===== src/rtl/vle_pkg.sv =====
package vle_pkg;

    localparam int VALUE_W   = 64;
    localparam int ROOM_W    = 16;
    localparam int BYTE_W    = 8;
    localparam int MAG_BYTES = VALUE_W / BYTE_W;
    localparam int MAX_ITEMS = MAG_BYTES + 1;
    localparam int SHIFT_W   = MAX_ITEMS * BYTE_W;
    localparam int NB_W      = $clog2(MAG_BYTES + 1);
    localparam int CNT_W     = $clog2(MAX_ITEMS + 1);

    // single-byte range is -112 .. 127; for negatives the inverted value is 0 .. 111
    localparam logic [VALUE_W-1:0] SMALL_POS_MAX = VALUE_W'(127);
    localparam logic [VALUE_W-1:0] SMALL_NEG_MAX = VALUE_W'(111);

    // prefix = -120 - n (negative) or -112 - n (non-negative), as unsigned bytes
    localparam logic [BYTE_W-1:0] PREFIX_NEG_BASE = BYTE_W'(136);
    localparam logic [BYTE_W-1:0] PREFIX_POS_BASE = BYTE_W'(144);

endpackage


===== src/rtl/vlong_encoder.sv =====
// Channel   Direction  Handshake                 Payload
// request   in         start / busy              value[63:0], room[15:0]
// result    out        strobe (no back-pressure) out_byte[7:0], last, no_room
//
// Three register stages (capture, magnitude/byte scan, length/alignment) feed
// a byte shift register that sends one result per cycle.
// A request yields 1 to 9 results, sent at one byte per cycle.
// busy rises when the capture stage is full and cannot move forward.
// rst_n clears all valid bits and the shift count; no result follows reset.
// The result side cannot stall; the stages stall only behind the shift register.
module vlong_encoder (
    input  logic                                clk,
    input  logic                                rst_n,
    input  logic                                start,
    output logic                                busy,
    input  logic signed [vle_pkg::VALUE_W-1:0]  value,
    input  logic        [vle_pkg::ROOM_W-1:0]   room,
    output logic                                strobe,
    output logic        [vle_pkg::BYTE_W-1:0]   out_byte,
    output logic                                last,
    output logic                                no_room
);
    import vle_pkg::*;

    // stage 1: capture
    logic                s1_valid_reg, s1_valid_next;
    logic [VALUE_W-1:0]  s1_value_reg;
    logic [ROOM_W-1:0]   s1_room_reg;

    // stage 2: magnitude, byte scan
    logic                  s2_valid_reg, s2_valid_next;
    logic [VALUE_W-1:0]    s2_mag_reg;
    logic                  s2_neg_reg;
    logic                  s2_small_reg;
    logic [MAG_BYTES-1:0]  s2_nz_reg;
    logic [BYTE_W-1:0]     s2_low_reg;
    logic [ROOM_W-1:0]     s2_room_reg;

    // stage 3: aligned bytes, length, room check
    logic                s3_valid_reg, s3_valid_next;
    logic [SHIFT_W-1:0]  s3_bytes_reg;
    logic [CNT_W-1:0]    s3_len_reg;
    logic                s3_no_room_reg;

    // output shift register
    logic [SHIFT_W-1:0]  sh_reg, sh_next;
    logic [CNT_W-1:0]    left_reg, left_next;
    logic                nr_reg, nr_next;

    logic accept, s1_ready, s2_ready, s3_ready, ser_load;
    logic s1_move, s2_move, s3_move;

    // stage 2 logic
    logic                 neg_c;
    logic [VALUE_W-1:0]   mag_c;
    logic                 small_c;
    logic [MAG_BYTES-1:0] nz_c;

    // stage 3 logic
    logic [NB_W-1:0]     nb_c;
    logic [CNT_W-1:0]    len_c;
    logic [BYTE_W-1:0]   prefix_c;
    logic [VALUE_W-1:0]  aligned_c;
    logic [SHIFT_W-1:0]  bytes_c;
    logic                no_room_c;

    assign ser_load = s3_valid_reg && (left_reg <= CNT_W'(1));
    assign s3_ready = !s3_valid_reg || ser_load;
    assign s2_ready = !s2_valid_reg || s3_ready;
    assign s1_ready = !s1_valid_reg || s2_ready;
    assign busy     = !s1_ready;
    assign accept   = start && s1_ready;
    assign s1_move  = s1_valid_reg && s2_ready;
    assign s2_move  = s2_valid_reg && s3_ready;
    assign s3_move  = ser_load;

    assign s1_valid_next = accept || (s1_valid_reg && !s1_move);
    assign s2_valid_next = s1_move || (s2_valid_reg && !s2_move);
    assign s3_valid_next = s2_move || (s3_valid_reg && !s3_move);

    always_comb
    begin
        neg_c   = s1_value_reg[VALUE_W-1];
        mag_c   = neg_c ? ~s1_value_reg : s1_value_reg;
        small_c = neg_c ? (mag_c <= SMALL_NEG_MAX) : (mag_c <= SMALL_POS_MAX);
        for (int i = 0; i < MAG_BYTES; i++)
        begin
            nz_c[i] = |mag_c[i*BYTE_W +: BYTE_W];
        end
    end

    always_comb
    begin
        nb_c = '0;
        for (int i = 0; i < MAG_BYTES; i++)
        begin
            if (s2_nz_reg[i])
            begin
                nb_c = NB_W'(i + 1);
            end
        end
        len_c     = s2_small_reg ? CNT_W'(1) : CNT_W'(nb_c) + CNT_W'(1);
        no_room_c = s2_room_reg < ROOM_W'(len_c);
        prefix_c  = (s2_neg_reg ? PREFIX_NEG_BASE : PREFIX_POS_BASE) - BYTE_W'(nb_c);
        aligned_c = s2_mag_reg << ((MAG_BYTES - 32'(nb_c)) * BYTE_W);
        if (s2_small_reg)
        begin
            bytes_c = {s2_low_reg, {VALUE_W{1'b0}}};
        end
        else
        begin
            bytes_c = {prefix_c, aligned_c};
        end
    end

    always_comb
    begin
        sh_next   = sh_reg;
        left_next = left_reg;
        nr_next   = nr_reg;
        if (ser_load)
        begin
            sh_next   = s3_no_room_reg ? '0 : s3_bytes_reg;
            left_next = s3_no_room_reg ? CNT_W'(1) : s3_len_reg;
            nr_next   = s3_no_room_reg;
        end
        else if (left_reg != '0)
        begin
            sh_next   = sh_reg << BYTE_W;
            left_next = left_reg - CNT_W'(1);
        end
    end

    always_ff @(posedge clk or negedge rst_n)
    begin
        if (!rst_n)
        begin
            s1_valid_reg <= 1'b0;
            s2_valid_reg <= 1'b0;
            s3_valid_reg <= 1'b0;
            left_reg     <= '0;
            nr_reg       <= 1'b0;
        end
        else
        begin
            s1_valid_reg <= s1_valid_next;
            s2_valid_reg <= s2_valid_next;
            s3_valid_reg <= s3_valid_next;
            left_reg     <= left_next;
            nr_reg       <= nr_next;
        end
    end

    always_ff @(posedge clk)
    begin
        if (accept)
        begin
            s1_value_reg <= value;
            s1_room_reg  <= room;
        end
        if (s1_move)
        begin
            s2_mag_reg   <= mag_c;
            s2_neg_reg   <= neg_c;
            s2_small_reg <= small_c;
            s2_nz_reg    <= nz_c;
            s2_low_reg   <= s1_value_reg[BYTE_W-1:0];
            s2_room_reg  <= s1_room_reg;
        end
        if (s2_move)
        begin
            s3_bytes_reg   <= bytes_c;
            s3_len_reg     <= len_c;
            s3_no_room_reg <= no_room_c;
        end
        sh_reg <= sh_next;
    end

    assign strobe   = left_reg != '0;
    assign out_byte = sh_reg[SHIFT_W-1 -: BYTE_W];
    assign last     = left_reg == CNT_W'(1);
    assign no_room  = strobe && nr_reg;

    a_cont: assert property (@(posedge clk) disable iff (!rst_n)
        strobe && !last |=> strobe && !no_room)
        else $error("encoding broken off before last byte");

    a_nr_last: assert property (@(posedge clk) disable iff (!rst_n)
        no_room |-> last && out_byte == '0)
        else $error("room error result not single zero item");

    a_busy: assert property (@(posedge clk) disable iff (!rst_n)
        busy |-> s1_valid_reg && s2_valid_reg && s3_valid_reg && strobe && !last)
        else $error("busy without a full stalled pipeline");

    a_len: assert property (@(posedge clk) disable iff (!rst_n)
        left_reg <= CNT_W'(MAX_ITEMS))
        else $error("more than nine results pending");

endmodule


===== config.mk =====
export PLATFORM = sky130hd
export DESIGN_NAME = vlong_encoder
export DESIGN_NICKNAME = d
export VERILOG_FILES = /design/src/rtl/vle_pkg.sv /design/src/rtl/vlong_encoder.sv
export SDC_FILE = /design/constraint.sdc
export NUM_CORES = 1
export LEC_CHECK = 0
export BUFFER_PORTS_ARGS = -buffer_cell sky130_fd_sc_hd__buf_4
export CORE_ASPECT_RATIO = 0.9
export CORE_MARGIN = 3
export CORE_UTILIZATION = 45
export DETAILED_ROUTE_END_ITERATION = 6
export PLACE_DENSITY_LB_ADDON = 0.1
export SYNTH_ARGS = -nofsm -noshare
export SYNTH_HDL_FRONTEND = slang
export SYNTH_SLANG_ARGS = --single-unit
export TNS_END_PERCENT = 20

===== constraint.sdc =====
create_clock -name clk -period 6.25 [get_ports clk]
set_input_delay 0.3125 -clock clk [delete_from_list [all_inputs] [get_ports clk]]
set_output_delay 0.3125 -clock clk [all_outputs]
set_load 0.05 [all_outputs]

# After elaboration in Yosys (flattened, before gate mapping)
# Index checks and enable logic that the tools add are counted.
[word_totals]
regBits = 335
inputBits = 83
out_inout_bits = 12
wordCells = 79
[op_classes]
add_sub_neg = 4
n_lt_le_gt_ge = 4
n_eq_ne = 1
shift = 1
n_mux = 19
bitwise_logic = 1
n_reduce_logical = 31
[op_table]
columns = ["op", "n"]
rows = [
  ["$mux W72", 4],
  ["$le A64 B7 Y1 const B", 2],
  ["$mux W64", 1],
  ["$not A64 Y64", 1],
  ["$reduce_or A8 Y1", 8],
  ["$shl A64 B32 Y64", 1],
  ["$mux W4", 11],
  ["$lt A16 B4 Y1", 1],
  ["$logic_and A1 B1 Y1", 8],
  ["$sub A8 B4 Y8", 1],
  ["$logic_not A1 Y1", 7],
  ["$logic_or A1 B1 Y1", 6],
  ["$mux W5", 1],
  ["$sub A4 B4 Y5 const A", 1],
  ["$add A4 B1 Y4 const B", 1],
  ["$eq A4 B1 Y1 const B", 1],
  ["$le A4 B1 Y1 const B", 1],
  ["$reduce_bool A4 Y1", 1],
  ["$sub A4 B1 Y4 const B", 1],
  ["$mux W1", 2],
  ["$reduce_bool A2 Y1", 1],
]

# Longest topological paths before layout
[depth]
ltp_word = 11
depth_mapped = 14

# Worst setup path after synthesis
# No wires, ideal clock.
[synth_path]
path_kind = "register to register"
startpoint = "reg left_reg[0]"
endpoint = "reg s3_bytes_reg[0], enable pin"
setup_time_ns = 0.522
arrival_ns = 4.353
slack_ns = 1.375
path_stages_with_launch = 6
path_cell_list = "dfrtp_1 > inv_1 > ha_1 > o21ai_0 > and2_1 > nor2b_1"
[synth_via]
elab_chain_len = 4
[synth_lines]
columns = ["element", "line", "text"]
rows = [
  ["start, declared", "vlong_encoder.sv:47", "logic [CNT_W-1:0] left_reg, left_next;"],
  ["start signal, assigned", "vlong_encoder.sv:149", "left_reg <= left_next;"],
  ["$le A4 B1 Y1", "vlong_encoder.sv:67", "assign ser_load = s3_valid_reg && (left_reg <= CNT_W'(1));"],
  ["$logic_and A1 B1 Y1", "vlong_encoder.sv:67", ""],
  ["$logic_or A1 B1 Y1", "vlong_encoder.sv:68", "assign s3_ready = !s3_valid_reg || ser_load;"],
  ["$logic_and A1 B1 Y1", "vlong_encoder.sv:74", "assign s2_move = s2_valid_reg && s3_ready;"],
  ["via s2_move", "vlong_encoder.sv:51", "logic s1_move, s2_move, s3_move;"],
  ["end signal, assigned", "vlong_encoder.sv:172", "s3_bytes_reg <= bytes_c;"],
  ["end, declared", "vlong_encoder.sv:41", "logic [SHIFT_W-1:0] s3_bytes_reg;"],
]
# The timed path passes the listed nets, and every way through them passes these cells.
# A chain may end at the register's enable or synchronous reset.

# Final worst setup path
[layout_path]
startpoint = "reg s2_nz_reg[7]"
endpoint = "reg s3_bytes_reg[55] (data pin)"
[layout_via]
elab_chain_len = 3
[layout_lines]
columns = ["element", "line", "text"]
rows = [
  ["start, declared", "vlong_encoder.sv:35", "logic [MAG_BYTES-1:0] s2_nz_reg;"],
  ["start signal, assigned", "vlong_encoder.sv:166", "s2_nz_reg <= nz_c;"],
  ["$mux W4", "vlong_encoder.sv:97", "if (s2_nz_reg[i])"],
  ["$sub A4 B4 Y5", "vlong_encoder.sv:105", "aligned_c = s2_mag_reg << ((MAG_BYTES - 32'(nb_c)) * BYTE_W);"],
  ["$shl A64 B32 Y64", "vlong_encoder.sv:105", ""],
]
# No other way between the ends.

==> impl_metrics.py <==
metrics = {
    "worst_hold_path": {
        "hp-class": "in2async",
    },
    "synth": {
        "synth_area_leader_cell": "edfxtp_1",
        "syn-cell-area_um2": 14200,
        "ys_top_cells_by_area": "edfxtp_1 69%, nand2_1 4.5%, xor2_1 4.1%",
        "synth_top_flop_cell": "edfxtp_1",
        "synth_mux_area_frac": 0.0491,
        "ys_types": 48,
        "syn_avg_cell_area_um2": 13.7,
        "synth-edff-count": 326,
        "synth-simple-area-share": 0.103,
        "async_reset_ff_frac": 0.0240,
        "synthTopCellsByCount": "326 x edfxtp_1, 171 x nand2_1, 81 x o21ai_0",
        "synth_compound_area_frac": 0.0708,
        "ys_warn_count": 0,
        "ys_seq_elements": 334,
        "synth_most_common_cell": "edfxtp_1",
        "synth_top_family_by_area": "simple AND/OR/NAND/NOR gates",
        "syn_inst": 1039,
        "ys_seq_area_frac": 0.702,
        "synth_top_area_share": 0.688,
        "synth_fa_ha_area_frac": 0.00791,
        "synthXorXnorAreaFrac": 0.0424,
        "synth_nets": 1131,
    },
    "clock_network": {
        "clkTransAtPathRegs_ps": 60,
        "cts_buffers": 39,
        "cts_root_buf": "clkbuf_16",
        "clock_sinks": 334,
        "clk_latency_ps": 520,
        "clock_path_buffers": 3,
        "h-tree-depth": 2,
        "cts_resized": 0,
        "cts_tree": "yes",
    },
    "critical_path": {
        "setup.worst_path.class": "reg2reg",
        "cp_max_fo": 42,
        "start_kind": "register",
        "timing.rr.end": "s3_bytes_reg[55]$_SDFFCE_PP0P_",
        "r2r_cells": 9,
        "r2r_start": "s2_nz_reg[7]$_DFFE_PP_",
        "cp-end-kind": "register",
        "critPathMaxStageDelay_ps": 970,
        "critPathSlowestCell": "ha_2",
        "reg2reg_slack_ps": 2000,
        "worst_ep_arrival_time_ps": 4460,
        "crit_required_ps": 6470,
        "worstPathCellList": "nor3_1, o21a_1, nor2_4, ha_2, clkinv_1, nand2_1, a211oi_1, a31oi_1, o32ai_1",
    },
    "power": {
        "p_per_area_nw_per_um2": 495,
        "ir_drop_v": 0.000303,
        "p_leak_nw": 6.32,
    },
    "floorplanning": {
        "die_y_um": 175,
        "start_util": 0.458,
        "core-area_um2": 31100,
        "die_x_um": 194,
        "dieArea_um2": 33800,
        "placementRows": 61,
        "io_pins": 95,
    },
    "sta": {
        "setup_viol": 0,
        "tns_ps": 0,
        "setup_ws_ps": 2000,
        "report.final.slew_viol_count": 0,
        "finalCriticalPeriod_ps": 4250,
        "finalHoldViolCount": 0,
        "fin_skew_ps": 10.3,
        "worstMarginPinSlew_ps": 1120,
        "slew_headroom": 0.255,
        "fmax_mhz": 235,
        "rsz0062_at_grt": "false",
        "finalCritPeriodShare": 0.680,
    },
    "global_route": {
        "grt_start_max_net_pins": 84,
        "grt_pass1_wl_um": 49200,
        "grt_overflow": 0,
        "antenna_found_initial": 0,
        "track_usage": 0.186,
        "grt_pass1_vias": 8430,
    },
    "place": {
        "place.detailed.hpwl_um": 20700,
        "globalplace.congestion": 0.834,
        "dp_slack_ps": 2090,
        "port_buffers": 94,
    },
    "flow_run": {
        "max_cap_violations": 0,
    },
    "detailed_routing": {
        "drt-total-wl_um": 31200,
        "avgViaCountPerCell": 5.25,
        "drt_iter0_drc": 888,
        "drc_errors": 0,
        "ant_nets": 0,
        "wl_per_cell_um": 19.0,
        "first_pass_iters": 5,
        "vias": 8589,
    },
    "layout": {
        "antenna_cells": 0,
        "drive_gt1_frac": 0.165,
        "nets": 1291,
        "area_growth_pct": 21.3,
    },
    "status": {
        "status": "finished clean",
    },
}
-- layer usage --
metal  vias up  wire length, um  part of all wire  GRT usage
li1       4162                -                 -          -
met1      4131            15100              0.48      0.286
met2       226            13600              0.44      0.272
met4         0              904             0.029     0.0594
met3        70             1580             0.051     0.0283
met5         -                0                 0          0
-- metrics by stage --
step                      total power (W)  utilization  cells  instance area (um^2)  hold slack [ps]
after floorplan                   0.00570            -   1039                 14200             16.9
after global placement            0.00644        0.491   1484                 15200              138
after detailed placement          0.00646        0.491   1485                 15300              140
after CTS                         0.00865        0.556   1637                 17300              135
after global routing              0.00906        0.556   1637                 17300              170
final                             0.00855        0.556   1637                 17300              153
-- power breakdown --
part | internal (W) | leakage [nW] | switching, W
Combinational | 0.000692 | 2.49 | 0.00149
Sequential | 0.00378 | 3.25 | 0.000476
Clock | 0.00127 | 0.582 | 0.000843
-- logic make-up (layout without fill, tap and decap cells) --
family,after synthesis,in the layout
XOR/XNOR,69,69
flip-flops,334,334
AND/OR/NAND/NOR,321,321
AO/OA/AOI/OAI,160,160
adder cells (fa/ha/maj),9,9
buffers and inverters,80,269
multiplexers,66,66
-- cell type report --
class	instances	area (um^2)
clock buffers	48	1050
clock inverters	22	149
fillers	2560	13800
inverters	11	41.3
multi-input cells	625	3920
flip-flops and latches	334	9990
well taps	409	512
repair buffers	188	1610
-- layout by cell type, fill, tap and decap left out, drive strengths merged, types with 2 or more instances in the layout --
cell and count:
a211oi 16, a21oi 9, a31oi 10, and2 23, and3 7, buf 106
bufinv 2, clkbuf 48, clkinv 19, clkinvlp 2, dfrtp 8, dlygate4sd3 82
edfxtp 326, ha 9, inv 10, mux2 31, mux2i 35, nand2 171
nand2b 5, nand3 8, nand4 5, nor2 47, nor2b 10, nor3 14
nor4 11, o211ai 3, o21a 2, o21ai 81, o2bb2ai 8, o32ai 23
or2 6, or3 2, or4 10, xnor2 2, xor2 67
-- timing repair --
| item | 4_1_cts | 5_1_grt |
|---|---|---|
| setup buffers | 0 | 0 |
| endpoints found under the hold margin | 89 | 0 |
| hold buffers | 82 | 0 |
-- worst max-delay path by stage --
stage | from | endpoint | slack [ps] | cells after the start
5_1_grt | s2_nz_reg[7]$_DFFE_PP_ | s3_bytes_reg[55]$_SDFFCE_PP0P_ | 1670 | 9
3_3_place_gp | s2_nz_reg[7]$_DFFE_PP_ | s3_bytes_reg[48]$_SDFFCE_PP0P_ | 2210 | 9
3_5_place_dp | s2_nz_reg[7]$_DFFE_PP_ | s3_bytes_reg[55]$_SDFFCE_PP0P_ | 2090 | 9
2_1_floorplan | left_reg[0]$_DFFE_PN0P_ | s3_bytes_reg[0]$_SDFFCE_PP0P_ | 1380 | 5
6_report | s2_nz_reg[7]$_DFFE_PP_ | s3_bytes_reg[55]$_SDFFCE_PP0P_ | 2000 | 9
4_1_cts | s2_nz_reg[7]$_DFFE_PP_ | s3_bytes_reg[55]$_SDFFCE_PP0P_ | 2060 | 9
-- worst max-delay path: cells and delay by family, from the launching register on --
kind | cells | cell delay [ps]
buffers and inverters | 1 | 770
DFF | 1 | 500
and+or+nand+nor | 3 | 710
adders and majority gates | 1 | 970
AOI/OAI and AO/OA | 4 | 990
Note: power is estimated with default switching activity, not from simulation.
